**src/hw/rtl/spcc_pkg.sv**
```systemverilog
// ----------------------------------------------------------------------------
// spcc_pkg
// Shared types, code table and lookup functions of the static prefix code
// codec.
// ----------------------------------------------------------------------------
package spcc_pkg;

   localparam int SYMBOL_COUNT       = 29;
   localparam int CODE_W             = 9;   // longest code in bits
   localparam int LEN_W              = 4;   // holds a code length 0..9
   localparam int BYTE_W             = 8;
   localparam int QUEUE_DEPTH_DEFAULT = 2;

   // code table, searched in this order (first hit wins)
   localparam logic [BYTE_W-1:0] CODE_SYM [SYMBOL_COUNT] = '{
      8'h61, 8'h62, 8'h63, 8'h64, 8'h65, 8'h66, 8'h67, 8'h68, 8'h69, 8'h6A,
      8'h6B, 8'h6C, 8'h6D, 8'h6E, 8'h6F, 8'h70, 8'h71, 8'h72, 8'h73, 8'h74,
      8'h75, 8'h76, 8'h77, 8'h78, 8'h79, 8'h7A, 8'h0A, 8'h2E, 8'h20
   };

   localparam logic [CODE_W-1:0] CODE_BITS [SYMBOL_COUNT] = '{
      9'h00E, 9'h047, 9'h017, 9'h087, 9'h009, 9'h044, 9'h046, 9'h045,
      9'h00C, 9'h03E, 9'h003, 9'h041, 9'h040, 9'h005, 9'h00A, 9'h002,
      9'h109, 9'h004, 9'h01B, 9'h01A, 9'h03F, 9'h108, 9'h01E, 9'h085,
      9'h016, 9'h002, 9'h003, 9'h006, 9'h007
   };

   localparam logic [LEN_W-1:0] CODE_LEN [SYMBOL_COUNT] = '{
      4'd4, 4'd7, 4'd5, 4'd8, 4'd4, 4'd7, 4'd7, 4'd7, 4'd4, 4'd6,
      4'd5, 4'd7, 4'd7, 4'd4, 4'd4, 4'd5, 4'd9, 4'd4, 4'd5, 4'd5,
      4'd6, 4'd9, 4'd5, 4'd8, 4'd5, 4'd4, 4'd4, 4'd4, 4'd4
   };

   // one queued item: bits to shift, left aligned, and how many of them
   typedef struct packed {
      logic              decode;
      logic              eos;
      logic [CODE_W-1:0] bits;
      logic [LEN_W-1:0]  nbits;
   } entry_type;

   typedef struct packed {
      logic              found;
      logic [CODE_W-1:0] code;
      logic [LEN_W-1:0]  len;
   } enc_lookup_type;

   typedef struct packed {
      logic              found;
      logic [BYTE_W-1:0] sym;
   } dec_match_type;

   // character to code
   function automatic enc_lookup_type encode_lookup(input logic [BYTE_W-1:0] ch);
      enc_lookup_type res;
      res = '0;
      for (int k = 0; k < SYMBOL_COUNT; k++) begin
         if (!res.found && CODE_SYM[k] == ch) begin
            res.found = 1'b1;
            res.code  = CODE_BITS[k];
            res.len   = CODE_LEN[k];
         end
      end
      return res;
   endfunction

   // pending code and its length to symbol
   function automatic dec_match_type decode_match(input logic [CODE_W-1:0] code,
                                                   input logic [LEN_W-1:0] len);
      dec_match_type res;
      res = '0;
      for (int k = 0; k < SYMBOL_COUNT; k++) begin
         if (!res.found && CODE_LEN[k] == len && CODE_BITS[k] == code) begin
            res.found = 1'b1;
            res.sym   = CODE_SYM[k];
         end
      end
      return res;
   endfunction

endpackage

```
**src/hw/rtl/static_prefix_code_codec_unit.sv**
```systemverilog
// ----------------------------------------------------------------------------
// static_prefix_code_codec_unit
// Static prefix code codec over a 29-symbol alphabet, encode or decode.
// Each item is popped by the back unit, its bits shifted through the bit
//   accumulator, then its results handed out before the next item is taken.
// Throughput: one bit per cycle in the back unit's shift loop.
// Reset (synchronous): encode mode, queue empty, bit accumulator cleared.
// ----------------------------------------------------------------------------
module static_prefix_code_codec_unit
   import spcc_pkg::*;
#(
   parameter int QUEUE_DEPTH = QUEUE_DEPTH_DEFAULT
)
(
   input  logic              clock,
   input  logic              reset,
   input  logic              req_tvalid,
   output logic              req_tready,
   input  logic [BYTE_W-1:0] req_tdata,   // [7:0] in_byte
   input  logic              req_tlast,   // end_of_stream
   output logic              rsp_tvalid,
   input  logic              rsp_tready,
   output logic [BYTE_W-1:0] rsp_tdata,   // [7:0] out_byte
   output logic              rsp_tlast,   // last_of_run
   input  logic              csr_valid,
   output logic              csr_ready,
   input  logic              csr_wdata    // mode_select
);

   logic      mode_ff, mode_in;
   logic      csr_write;
   logic      push, pop, queue_full, queue_empty;
   entry_type push_entry, pop_entry;

   // mode register, a write also clears the bit state
   assign csr_ready = 1'b1;
   assign csr_write = csr_valid && csr_ready;
   assign mode_in   = csr_write ? csr_wdata : mode_ff;

   always_ff @(posedge clock) begin
      if (reset) begin
         mode_ff <= 1'b0;
      end else begin
         mode_ff <= mode_in;
      end
   end

   spcc_front u_front (
      .req_tvalid  (req_tvalid),
      .req_tready  (req_tready),
      .req_tdata   (req_tdata),
      .req_tlast   (req_tlast),
      .decode_mode (mode_ff),
      .queue_full  (queue_full),
      .push        (push),
      .push_entry  (push_entry)
   );

   spcc_queue #(
      .DEPTH (QUEUE_DEPTH)
   ) u_queue (
      .clock      (clock),
      .reset      (reset),
      .push       (push),
      .push_entry (push_entry),
      .full       (queue_full),
      .pop        (pop),
      .pop_entry  (pop_entry),
      .empty      (queue_empty)
   );

   spcc_back u_back (
      .clock       (clock),
      .reset       (reset),
      .clear       (csr_write),
      .queue_empty (queue_empty),
      .queue_entry (pop_entry),
      .pop         (pop),
      .rsp_tvalid  (rsp_tvalid),
      .rsp_tready  (rsp_tready),
      .rsp_tdata   (rsp_tdata),
      .rsp_tlast   (rsp_tlast)
   );

endmodule

```
**src/hw/rtl/spcc_front.sv**
```systemverilog
// ----------------------------------------------------------------------------
// spcc_front
// Accepts input transfers and classifies them into queue entries: a code
// lookup for encoding, the raw byte for decoding.
// ----------------------------------------------------------------------------
module spcc_front
   import spcc_pkg::*;
(
   input  logic              req_tvalid,
   output logic              req_tready,
   input  logic [BYTE_W-1:0] req_tdata,   // [7:0] in_byte
   input  logic              req_tlast,   // end_of_stream
   input  logic              decode_mode,
   input  logic              queue_full,
   output logic              push,
   output entry_type         push_entry
);

   enc_lookup_type lookup;

   // take a transfer whenever the queue has room
   assign req_tready = !queue_full;
   assign push       = req_tvalid && req_tready;

   // symbol lookup, unknown bytes give zero bits
   always_comb begin
      lookup = encode_lookup(req_tdata);
   end

   // build the entry with its bits left aligned
   always_comb begin
      push_entry.decode = decode_mode;
      push_entry.eos    = req_tlast;
      if (decode_mode) begin
         push_entry.bits  = {req_tdata, {(CODE_W-BYTE_W){1'b0}}};
         push_entry.nbits = LEN_W'(BYTE_W);
      end else if (lookup.found) begin
         push_entry.bits  = CODE_W'(lookup.code << (LEN_W'(CODE_W) - lookup.len));
         push_entry.nbits = lookup.len;
      end else begin
         push_entry.bits  = '0;
         push_entry.nbits = '0;
      end
   end

endmodule

```
**src/hw/rtl/spcc_queue.sv**
```systemverilog
// ----------------------------------------------------------------------------
// spcc_queue
// Short first-in first-out queue of classified items between the front and
// the back unit.
// ----------------------------------------------------------------------------
module spcc_queue
   import spcc_pkg::*;
#(
   parameter int DEPTH = QUEUE_DEPTH_DEFAULT
)
(
   input  logic      clock,
   input  logic      reset,
   input  logic      push,
   input  entry_type push_entry,
   output logic      full,
   input  logic      pop,
   output entry_type pop_entry,
   output logic      empty
);

   localparam int PTR_W = (DEPTH > 1) ? $clog2(DEPTH) : 1;
   localparam int CNT_W = $clog2(DEPTH + 1);
   localparam logic [PTR_W-1:0] LAST_PTR = PTR_W'(DEPTH - 1);

   entry_type        slot_ff [DEPTH];
   logic [PTR_W-1:0] wr_ptr_ff, wr_ptr_in;
   logic [PTR_W-1:0] rd_ptr_ff, rd_ptr_in;
   logic [CNT_W-1:0] count_ff, count_in;

   assign full      = (count_ff == CNT_W'(DEPTH));
   assign empty     = (count_ff == '0);
   assign pop_entry = slot_ff[rd_ptr_ff];

   // pointer and fill count update
   always_comb begin
      wr_ptr_in = wr_ptr_ff;
      rd_ptr_in = rd_ptr_ff;
      count_in  = count_ff;
      if (push) begin
         wr_ptr_in = (wr_ptr_ff == LAST_PTR) ? '0 : wr_ptr_ff + 1'b1;
      end
      if (pop) begin
         rd_ptr_in = (rd_ptr_ff == LAST_PTR) ? '0 : rd_ptr_ff + 1'b1;
      end
      if (push && !pop) begin
         count_in = count_ff + 1'b1;
      end else if (pop && !push) begin
         count_in = count_ff - 1'b1;
      end
   end

   always_ff @(posedge clock) begin
      if (reset) begin
         wr_ptr_ff <= '0;
         rd_ptr_ff <= '0;
         count_ff  <= '0;
      end else begin
         wr_ptr_ff <= wr_ptr_in;
         rd_ptr_ff <= rd_ptr_in;
         count_ff  <= count_in;
      end
   end

   // entry storage
   always_ff @(posedge clock) begin
      if (push) begin
         slot_ff[wr_ptr_ff] <= push_entry;
      end
   end

   // fill count never passes the depth
   assert property (@(posedge clock) disable iff (reset) count_ff <= CNT_W'(DEPTH))
      else $error("queue count beyond depth");

endmodule

```
**src/hw/rtl/spcc_back.sv**
```systemverilog
// ----------------------------------------------------------------------------
// spcc_back
// Back unit: shifts the bits of one queued item one per cycle through the
// bit accumulator, packs or matches codes, then hands the item's results out.
// ----------------------------------------------------------------------------
module spcc_back
   import spcc_pkg::*;
(
   input  logic              clock,
   input  logic              reset,
   input  logic              clear,
   input  logic              queue_empty,
   input  entry_type         queue_entry,
   output logic              pop,
   output logic              rsp_tvalid,
   input  logic              rsp_tready,
   output logic [BYTE_W-1:0] rsp_tdata,   // [7:0] out_byte
   output logic              rsp_tlast    // last_of_run
);

   localparam logic [1:0] ST_IDLE   = 2'd0;
   localparam logic [1:0] ST_SHIFT  = 2'd1;
   localparam logic [1:0] ST_FINISH = 2'd2;
   localparam logic [1:0] ST_DRAIN  = 2'd3;

   logic [1:0]        state_ff, state_in;
   logic [CODE_W-1:0] bits_ff, bits_in;
   logic [LEN_W-1:0]  rem_ff, rem_in;
   logic              decode_ff, decode_in;
   logic              eos_ff, eos_in;
   logic [CODE_W-1:0] acc_ff, acc_in;
   logic [LEN_W-1:0]  cnt_ff, cnt_in;
   logic [BYTE_W-1:0] res_ff [2];
   logic [1:0]        res_n_ff, res_n_in;
   logic              rd_idx_ff, rd_idx_in;

   logic              emit;
   logic [BYTE_W-1:0] emit_byte;
   logic [CODE_W-1:0] acc_shift;
   logic [LEN_W-1:0]  cnt_inc;
   dec_match_type     match;
   logic              drain_last;

   assign acc_shift = {acc_ff[CODE_W-2:0], bits_ff[CODE_W-1]};
   assign cnt_inc   = cnt_ff + 1'b1;
   assign pop       = (state_ff == ST_IDLE) && !queue_empty;

   always_comb begin
      match = decode_match(acc_shift, cnt_inc);
   end

   // output side reads the result buffer
   assign rsp_tvalid = (state_ff == ST_DRAIN);
   assign rsp_tdata  = res_ff[rd_idx_ff];
   assign drain_last = ({1'b0, rd_idx_ff} == res_n_ff - 2'd1);
   assign rsp_tlast  = drain_last;

   // sequencer and bit accumulator
   always_comb begin
      state_in  = state_ff;
      bits_in   = bits_ff;
      rem_in    = rem_ff;
      decode_in = decode_ff;
      eos_in    = eos_ff;
      acc_in    = acc_ff;
      cnt_in    = cnt_ff;
      res_n_in  = res_n_ff;
      rd_idx_in = rd_idx_ff;
      emit      = 1'b0;
      emit_byte = '0;
      case (state_ff)
         ST_IDLE: begin
            if (pop) begin
               bits_in   = queue_entry.bits;
               rem_in    = queue_entry.nbits;
               decode_in = queue_entry.decode;
               eos_in    = queue_entry.eos;
               res_n_in  = '0;
               rd_idx_in = 1'b0;
               state_in  = (queue_entry.nbits == '0) ? ST_FINISH : ST_SHIFT;
            end
         end
         ST_SHIFT: begin
            bits_in = bits_ff << 1;
            rem_in  = rem_ff - 1'b1;
            if (decode_ff) begin
               // extend the pending code and try the table
               if (match.found) begin
                  emit      = 1'b1;
                  emit_byte = match.sym;
                  acc_in    = '0;
                  cnt_in    = '0;
               end else if (cnt_inc == LEN_W'(CODE_W)) begin
                  acc_in = '0;
                  cnt_in = '0;
               end else begin
                  acc_in = acc_shift;
                  cnt_in = cnt_inc;
               end
            end else begin
               // queue one code bit, a full byte leaves
               if (cnt_inc == LEN_W'(BYTE_W)) begin
                  emit      = 1'b1;
                  emit_byte = acc_shift[BYTE_W-1:0];
                  acc_in    = '0;
                  cnt_in    = '0;
               end else begin
                  acc_in = acc_shift;
                  cnt_in = cnt_inc;
               end
            end
            if (rem_ff == LEN_W'(1)) begin
               state_in = ST_FINISH;
            end
         end
         ST_FINISH: begin
            // end of stream: flush a padded byte or drop pending bits
            if (eos_ff) begin
               if (!decode_ff && cnt_ff != '0) begin
                  emit      = 1'b1;
                  emit_byte = BYTE_W'(acc_ff[BYTE_W-1:0] << (LEN_W'(BYTE_W) - cnt_ff));
               end
               acc_in = '0;
               cnt_in = '0;
            end
            rd_idx_in = 1'b0;
            state_in  = (res_n_ff != '0 || emit) ? ST_DRAIN : ST_IDLE;
         end
         ST_DRAIN: begin
            if (rsp_tready) begin
               if (drain_last) begin
                  state_in = ST_IDLE;
               end else begin
                  rd_idx_in = 1'b1;
               end
            end
         end
         default: begin
            state_in = ST_IDLE;
         end
      endcase
      if (emit && res_n_ff != 2'd2) begin
         res_n_in = res_n_ff + 1'b1;
      end
      if (clear) begin
         acc_in = '0;
         cnt_in = '0;
      end
   end

   always_ff @(posedge clock) begin
      if (reset) begin
         state_ff <= ST_IDLE;
         acc_ff   <= '0;
         cnt_ff   <= '0;
         res_n_ff <= '0;
         rd_idx_ff <= 1'b0;
      end else begin
         state_ff <= state_in;
         acc_ff   <= acc_in;
         cnt_ff   <= cnt_in;
         res_n_ff <= res_n_in;
         rd_idx_ff <= rd_idx_in;
      end
   end

   // item payload and result buffer
   always_ff @(posedge clock) begin
      bits_ff   <= bits_in;
      rem_ff    <= rem_in;
      decode_ff <= decode_in;
      eos_ff    <= eos_in;
      if (emit && res_n_ff != 2'd2) begin
         res_ff[res_n_ff[0]] <= emit_byte;
      end
   end

   // pending code stays shorter than the longest code
   assert property (@(posedge clock) disable iff (reset) cnt_ff < LEN_W'(CODE_W))
      else $error("pending bit count out of range");

   // a result is only offered from a filled buffer slot
   assert property (@(posedge clock) disable iff (reset)
                    rsp_tvalid |-> ({1'b0, rd_idx_ff} < res_n_ff))
      else $error("result offered from empty slot");

   // end of stream leaves no bits behind
   assert property (@(posedge clock) disable iff (reset)
                    (state_ff == ST_FINISH && eos_ff && !clear) |=> (cnt_ff == '0))
      else $error("bits left after end of stream");

endmodule
```
**config.mk**
```make
export PLATFORM = sky130hd
export DESIGN_NAME = static_prefix_code_codec_unit
export DESIGN_NICKNAME = d
export VERILOG_FILES = /design/src/hw/rtl/spcc_pkg.sv /design/src/hw/rtl/static_prefix_code_codec_unit.sv /design/src/hw/rtl/spcc_front.sv /design/src/hw/rtl/spcc_queue.sv /design/src/hw/rtl/spcc_back.sv
export SDC_FILE = /design/constraint.sdc
export NUM_CORES = 1
export LEC_CHECK = 0
export ABC_AREA = 1
export BUFFER_PORTS_ARGS = -buffer_cell sky130_fd_sc_hd__buf_4
export CAP_MARGIN = 10
export CORE_UTILIZATION = 55
export CTS_CLUSTER_SIZE = 30
export DETAILED_ROUTE_END_ITERATION = 16
export PLACE_DENSITY = 0.76
export RECOVER_POWER = 50
export SLEW_MARGIN = 10
export SYNTH_ARGS = -nofsm -noshare
export SYNTH_HDL_FRONTEND = slang
export SYNTH_SLANG_ARGS = --single-unit
```
**constraint.sdc**
```tcl
create_clock -name clock -period 2.8 [get_ports clock]
set_input_delay 0.42 -clock clock [delete_from_list [all_inputs] [get_ports clock]]
set_output_delay 0.42 -clock clock [all_outputs]
set_load 0.03 [all_outputs]
```
### After elaboration in Yosys (flattened, before gate mapping)

Memories as Yosys holds them, arrays and structs flattened. A register that Yosys moved wholly into a read port is not among the register bits.
Cells that the tools add are included.

| operators by class | value |
|---|---|
| muxes and demuxes | 115 |
| add/sub/neg operators | 10 |
| equal/unequal tests | 77 |
| reduce and logical (&&, ||, !) cells | 171 |
| shift-type cells | 2 |

Operators with widths:

| cell | number |
|---|---|
| 14-bit 2-to-1 mux | 29 |
| 9-bit 2-to-1 mux | 30 |
| 7-bit by 8-bit equality test with 1-bit output, first input constant | 26 |
| 1-bit logical AND | 91 |
| 8-bit 2-to-1 mux | 10 |
| 1-bit logical NOT | 61 |
| 7-bit by 9-bit equality test with 1-bit output, first input constant | 6 |
| 5-bit by 9-bit equality test with 1-bit output, first input constant | 5 |
| 3-bit by 9-bit equality test with 1-bit output, first input constant | 4 |
| 4-bit by 9-bit equality test with 1-bit output, first input constant | 4 |
| 8-bit case mux with 2 select lines | 2 |
| 13-bit 2-to-1 mux | 2 |
| 4-bit 2-to-1 mux | 6 |
| 2-bit 2-to-1 mux | 11 |
| 1-bit 2-to-1 mux | 19 |
| 2-bit by 9-bit equality test with 1-bit output, first input constant | 2 |
| 6-bit by 9-bit equality test with 1-bit output, first input constant | 2 |
| 8-bit by 9-bit equality test with 1-bit output, first input constant | 2 |
| 9-bit equality test, first input constant | 2 |
| 9-bit case mux with 2 select lines | 1 |
| 3-bit by 4-bit equality test with 1-bit output, first input constant | 4 |
| 6-bit by 8-bit equality test with 1-bit output, first input constant | 2 |
| 4-bit case mux with 2 select lines | 2 |
| 2-bit nonzero test | 6 |
| other kinds (28) | 46 |

| storage, ports and cells | value |
|---|---|
| RAM bits | 46 |
| output and inout bits | 12 |
| register bits | 37 |
| memories kept | 2 |
| input port bits | 15 |

Memories:

| memory | words | width | read ports | clocked after memory_dff | write ports | line | text |
|---|---|---|---|---|---|---|---|
| u_queue.slot_ff | 2 | 15 | 1 | 1 | 1 | spcc_queue.sv:26 | `entry_type slot_ff [DEPTH];` |
| u_back.res_ff | 2 | 8 | 1 | 1 | 1 | spcc_back.sv:33 | `logic [BYTE_W-1:0] res_ff [2];` |

### Logic depth before layout (Yosys ltp)

| depth | value |
|---|---|
| depth after elaboration | 122 |
| gate-level depth with buffers | 26 |
| depth with buffers taken out | 26 |

### Cells and area by module

A second synthesis with hierarchy kept.

| unflattened totals | value |
|---|---|
| cell total of the unflattened synthesis | 814 |
| area, all modules | 6063.3 um^2 |

By module, submodules not included:

| module | cells each | times used | area each (um^2) | seq. area each (um^2) |
|---|---|---|---|---|
| spcc_back | 495 | 1 | 3543.4 | 1291.2 |
| spcc_queue | 80 | 1 | 1365.1 | 1001.0 |
| spcc_front | 230 | 1 | 1098.6 | 0.0 |
| static_prefix_code_codec_unit | 9 | 1 | 56.3 | 20.0 |

### Worst setup path after synthesis

No wires, ideal clock.

| timing | value |
|---|---|
| path kind | register to register |
| from | register u_back.cnt_ff[1] |
| to | memory u_back.res_ff[1][0] (enable) |
| cell stages (with the launch flop) | 25 |
| clock period less this slack | 3.021 ns |
| data required time | 2.430 ns |
| buffers on the path | 0 |
| data arrival time | 2.651 ns |
| path slack | -0.221 ns |
| cell sequence | dfxtp_1 ha_1 nand2_1 inv_1 nor2_1 nand2_1 nor2_2 nand3_1 nand3_1 nor2_1 nand4_1 nor2_1 nand4_1 nor2_1 nand4_1 nor2_1 nand4_1 nor2_2 nand4_2 a21oi_2 nand3_2 nand3_1 nand2_1 nand2_2 nor2_1 |

| between the ends | value |
|---|---|
| word-level cells in the longest chain between the ends | 122 |

RTL lines:

| what | line | text |
|---|---|---|
| from (decl) | spcc_back.sv:32 | `logic [LEN_W-1:0] cnt_ff, cnt_in;` |
| from (signal assigned) | spcc_back.sv:161 | `cnt_ff <= cnt_in;` |
| 4-bit by 1-bit adder with 4-bit output | spcc_back.sv:45 | `assign cnt_inc = cnt_ff + 1'b1;` |
| 3-bit by 4-bit equality test with 1-bit output | spcc_pkg.sv:73 | `if (!res.found && CODE_LEN[k] == len && CODE_BITS[k] == code) begin` |
| 1-bit logical AND | spcc_pkg.sv:73 |  |
| 9-bit 2-to-1 mux | spcc_pkg.sv:73 |  |
| 1-bit logical NOT | spcc_pkg.sv:73 |  |
| 1-bit logical AND (2 in series) | spcc_pkg.sv:73 |  |
| 9-bit 2-to-1 mux | spcc_pkg.sv:73 |  |
| 1-bit logical NOT | spcc_pkg.sv:73 |  |
| [104 not listed] | -- |  |
| 1-bit logical AND (2 in series) | spcc_pkg.sv:73 |  |
| 9-bit 2-to-1 mux | spcc_pkg.sv:73 |  |
| 1-bit 2-to-1 mux | spcc_back.sv:88 | `if (match.found) begin` |
| 1-bit 2-to-1 mux | spcc_back.sv:86 | `if (decode_ff) begin` |
| 1-bit case mux with 2 select lines (*) | spcc_back.sv:71 | `case (state_ff)` |
| 1-bit logical AND (*) | spcc_back.sv:173 | `if (emit && res_n_ff != 2'd2) begin` |
| 1-bit 2-to-1 mux (*) | spcc_back.sv:173 |  |
| 1-bit 2-to-1 mux (implied by the code) (*) | spcc_back.sv:174 | `res_ff[res_n_ff[0]] <= emit_byte;` |
| to (decl) | spcc_back.sv:33 |  |

Every way passes the cells marked *; elsewhere a longest branch is shown, timed or not. The select of a mux whose other input is x is not followed.

### Final worst setup path

| timing | value |
|---|---|
| from | register u_back.cnt_ff[0] |
| to | memory u_back.res_ff[0][2], data pin |

| between the ends | value |
|---|---|
| word-level cells in the longest chain between the ends | 119 |

RTL lines:

| what | line | text |
|---|---|---|
| 4-bit by 1-bit adder with 4-bit output | spcc_back.sv:45 |  |
| 3-bit by 4-bit equality test with 1-bit output | spcc_pkg.sv:73 |  |
| 1-bit logical AND | spcc_pkg.sv:73 |  |
| 9-bit 2-to-1 mux | spcc_pkg.sv:73 |  |
| 1-bit logical NOT | spcc_pkg.sv:73 |  |
| 1-bit logical AND (2 in series) | spcc_pkg.sv:73 |  |
| 9-bit 2-to-1 mux | spcc_pkg.sv:73 |  |
| 1-bit logical NOT | spcc_pkg.sv:73 |  |
| [102 not listed] | -- |  |
| 9-bit 2-to-1 mux | spcc_pkg.sv:73 |  |
| 1-bit logical NOT | spcc_pkg.sv:73 |  |
| 1-bit logical AND (2 in series) | spcc_pkg.sv:73 |  |
| 9-bit 2-to-1 mux | spcc_pkg.sv:73 |  |
| 8-bit 2-to-1 mux | spcc_back.sv:88 |  |
| 8-bit 2-to-1 mux | spcc_back.sv:86 |  |
| 8-bit case mux with 2 select lines (*) | spcc_back.sv:71 |  |
| via u_back.emit_byte[2] | spcc_back.sv:38 | `logic [BYTE_W-1:0] emit_byte;` |

The timed path passes the listed nets; every way through them passes the cells marked *.

==> results summary <==
The largest total area in the synthesized netlist belongs to edfxtp_1. During I/O placement, the number of pins put on the boundary was 27. The remaining antenna violation count after routing came out at 0. The post-route DRC violation count came out at 0. The proportion of layout cells with a drive suffix above 1 is 33.6%. Overall power consumption after layout is estimated at between 4 and 5 mW. Dividing the detail-routed wire length by the instance count gives roughly 17 µm. Buffers placed on the I/O ports in this run total 25.

The maximum achievable frequency is roughly 0.32 GHz. The total of endpoints with negative setup slack in the final report came out at 48. In this run the most critical hold path is launched from req_tlast. The mean instance size in the synthesized netlist came out at 7.46 µm². The period utilization came out at 112%.

The number of nets in the synthesized netlist is 761. Counting every sink on the clock net gives 85. The final clock skew came out at around 12 ps. Setup repair after global routing could not meet its margin everywhere. The area enclosed by the die boundary came out at just over 0.01 mm². The part of the Yosys area used for sequential elements is a little over two fifths.

The shortest clock period the worst path allows after layout is 3130 ps. By area the synthesized netlist is led by edfxtp_1 34%, dfxtp_1 8.8%, nor2_1 8.5%. The vertical extent of the die came out at approximately 100 µm.

The sum of overflow across all layers after global routing came out at 0. The number of flip-flops and latches in the synthesized netlist is 85. TritonCTS built the clock tree. For this run, the number of Yosys warnings is 0. The quantity of hold-fixing buffers added after cts came out at 0. The adder-cell share of the synthesized area is under 10%.

The xor/xnor cell area share of the yosys netlist is 0.643%. The worst-case IR drop observed on VDD is 0.656 mV. The fraction of the mapped netlist area in compound gates is between 10% and 20%. The number of hold violations in the final report came out at 0. The most frequently used flop master after synthesis is edfxtp_1. The post-route setup TNS came out at -10740 ps. At the end of routability-driven placement, the weighted congestion stood at approximately 1.0. The actual slew at the worst max-slew pin is roughly 1000 ps.

The static power due to leakage came out at about 3.2 nW. The clock reaches the later pin of the worst-skew pair after between 300 and 400 ps. The worst reg2reg path depth is 19. In this run the worst hold path is classified as in -> reg. The largest single stage delay on the critical path is between 300 and 400 ps. Of the total synthesized cell area, the portion taken by AND, OR, NAND and NOR gates is between 20% and 30%.

The half-perimeter wire length after detailed placement is roughly 13 mm. The kind of end point of the critical path is a register. The checks that failed: negative setup slack. The cell area power density came out at 563 mW/mm².

The max capacitance violation total came out at 0. The net total in the final layout is 943. The combined global-route utilization of all metal layers is between 30% and 40%. In this run the clock root is driven by a clkbuf_8. The number of buffers created by CTS came out at 9. By area, the combinational part of the netlist is dominated by simple AND/OR/NAND/NOR gates. The routed layout has between 6000 and 7000 vias. The endpoint required time on the critical path is approximately 2900 ps.

The clock input transition at the sequential cells of the worst setup and hold paths is ~100 ps. The standard cell core area is about 0.0094 mm². Counting flops with a built-in enable in the synthesized netlist gives 61. The worst min-delay path endpoint is u_queue.slot_ff[1][13]$_DFFE_PP_. The horizontal die dimension came out at between 100 and 150 µm.

The number of rows created at floorplan came out at 35. The number of DRC violations after detailed-routing iteration 0 came out at just over 500. By instance count, the cell type seen most on the critical path is buf_4. The number of detailed-route iterations in the first pass came out at 5. The kind of critical path is reg -> reg. The via count of the first global-routing pass is around 5700. The number of pins with negative max-slew slack in the final report came out at 0.

The fraction of registers with async set/reset is 0%. The tightest slew margin relative to the limit came out at a little under a third. The most critical setup path has its startpoint at u_back.cnt_ff[0]$_SDFFE_PP0P_.

The core occupancy in the finished layout is around 81%. The worst path arrival time is approximately 3200 ps. The mux cell area share after synthesis is 2.20%. The top cell type by area accounts for around a third of the synthesized area. The endpoint identified for the worst register-to-register timing path is u_back.res_ff[0][2]$_DFFE_PP_. The maximum fanout encountered on the critical timing path came out at 4. The number of distinct library cell variants in the gate-level netlist after synthesis is 45. The flow ran to the end, but the final reports show violations. For this configuration, the core starts out at a cell density of 57.9%. The cell count of the worst hold path came out at 1. Compared with the post-synthesis result, the final layout area differs by 40.4%. The startpoint identified for the worst register-to-register timing path is u_back.cnt_ff[0]$_SDFFE_PP0P_. STA classifies the critical path startpoint as a register.

The setup slack of the most critical reg-to-reg path is -330 ps. The total wire length came out at approximately 18 mm. The slowest cell on the critical path is dfxtp_4. The global-route wire length before repair is 27.1 mm. The initial antenna violation count came out at 0. The post-synthesis cell area is around 0.0055 mm². Synthesis produced a netlist whose cell count is approximately 730. The pin count of the biggest net entering global routing came out at 20.

The vias per cell is 5.81. The post-layout worst setup margin is -328 ps. The maximum level of the CTS H-tree came out at 3. The critical path goes through ha_4 -> nand3_2 -> inv_1 -> nand3_1 -> nand2_2 -> buf_4 -> buf_4 -> buf_4 -> buf_4 -> buf_4 -> buf_4 -> buf_4 -> buf_4 -> buf_4 -> buf_4 -> nor3_1 -> a41oi_1 -> nand2_1 -> a21oi_2. The count of fill cells added during filler insertion came out at roughly 600.

The buffer depth of the longest clock path is 2. The post-placement worst setup slack came out at -425 ps. The number of antenna cells inserted is 0.
## worst max-delay path, delay by kind of cell (launching register included)
| family | cells | cell delay, ps |
|---|---|---|
| compound gates | 2 | 260 |
| flops | 1 | 380 |
| simple gates | 5 | 730 |
| fa+ha+maj | 1 | 180 |
| buf+inv | 11 | 1300 |
## synth_stat cells (3+ instances only)
master and count:
o211ai_1 4, buf_2 4, a211oi_1 4, ha_1 15, nand4_1 21, inv_1 101
dfxtp_1 24, mux2i_1 3, edfxtp_1 61, mux2_2 8, clkbuf_1 10, nor3_1 30
nor4_1 8, clkinv_1 3, a31oi_1 6, o21ai_0 42, nand3_1 47, nand2_1 118
nor2_1 123, a21oi_1 58, o22ai_1 5, nor2_2 3, a22oi_1 3
## repair_timing
action,4_1_cts,5_1_grt
endpoints found under the hold margin,0,0
resized for setup,39,95
pin swaps,6,31
setup endpoints to repair,48,62
buffers inserted,14,10
## state kept, by name (all words and copies together), names as in the netlist, 2 cells and up, named ones only
signal            count
u_back.bits_ff        9
u_back.res_n_ff       2
u_queue.slot_ff      30
u_back.rem_ff         4
u_back.cnt_ff         4
u_back.res_ff        16
u_queue.count_ff      2
u_back.state_ff       2
u_back.acc_ff         8
## layout make-up
type / instances / area [µm²] / share of cell area, %
clock buffers: 9 / 124 / 1.62
clock inverters: 7 / 73.8 / 0.965
inverters: 105 / 412 / 5.38
multi-input cells: 524 / 3120 / 40.8
flip-flops and latches: 85 / 2330 / 30.4
well taps: 129 / 161 / 2.11
repair buffers: 188 / 1430 / 18.7
## routing by layer
metal / track usage [%] / wire [µm] / part of all wire, %
met3: 7.38 / 1780 / 9.8
met1: 44.7 / 7380 / 41
met2: 56.5 / 8330 / 46
met5: 0 / 0 / 0
met4: 11.8 / 606 / 3.3
## cell families (layout without fill, tap and decap cells)
logic type | Yosys count | after routing
simple gates | 362 | 362
flops | 85 | 85
compound gates | 131 | 131
mux | 11 | 11
buf+inv | 122 | 309
xor+xnor | 4 | 4
other cells | 1 | 1
fa+ha+maj | 15 | 15
## cells in the final DEF (no fill, tap or decap), types with 8 or more instances in the layout
cell type / Yosys / final
buf_4: 2 / 175
nor2_1: 123 / 108
clkbuf_8: 0 / 9
nor2_4: 0 / 8
nand4_1: 21 / 21
nand2_1: 118 / 109
edfxtp_1: 61 / 61
inv_1: 101 / 92
nand3_2: 1 / 13
nor2_2: 3 / 10
a21oi_1: 58 / 48
nand3_1: 47 / 32
o21ai_0: 42 / 34
a21oi_2: 1 / 10
ha_1: 15 / 11
dfxtp_1: 24 / 19
mux2_2: 8 / 8
nor3_1: 30 / 26
## metrics by stage
step | hold WS, ps | area (µm²) | std cells
3_3_place_gp | 433 | 6790 | 1007
4_1_cts | 240 | 7240 | 1037
2_1_floorplan | 425 | 5470 | 731
5_1_grt | 264 | 7650 | 1047
3_5_place_dp | 468 | 6790 | 1007
6_report | 266 | 7650 | 1047
## power by group
part           internal [mW]  switching, mW  total, mW
sequential              1.68          0.139       1.82
clock                  0.354          0.520      0.874
combinational          0.507           1.10       1.61
## how the worst max path moves through the flow
stage                                       endpoint  slack [ps]  cells after the start
finish                 u_back.res_ff[0][2]$_DFFE_PP_        -330                     19
floorplan           u_queue.slot_ff[0][10]$_DFFE_PP_          20                     18
global route           u_back.res_ff[0][2]$_DFFE_PP_        -650                     23
detailed placement  u_queue.slot_ff[0][10]$_DFFE_PP_        -430                     19
CTS                    u_back.acc_ff[2]$_SDFFE_PP0P_        -130                     25
global placement    u_queue.slot_ff[1][10]$_DFFE_PP_        -260                     19
Note: power is estimated with default switching activity, not from simulation.
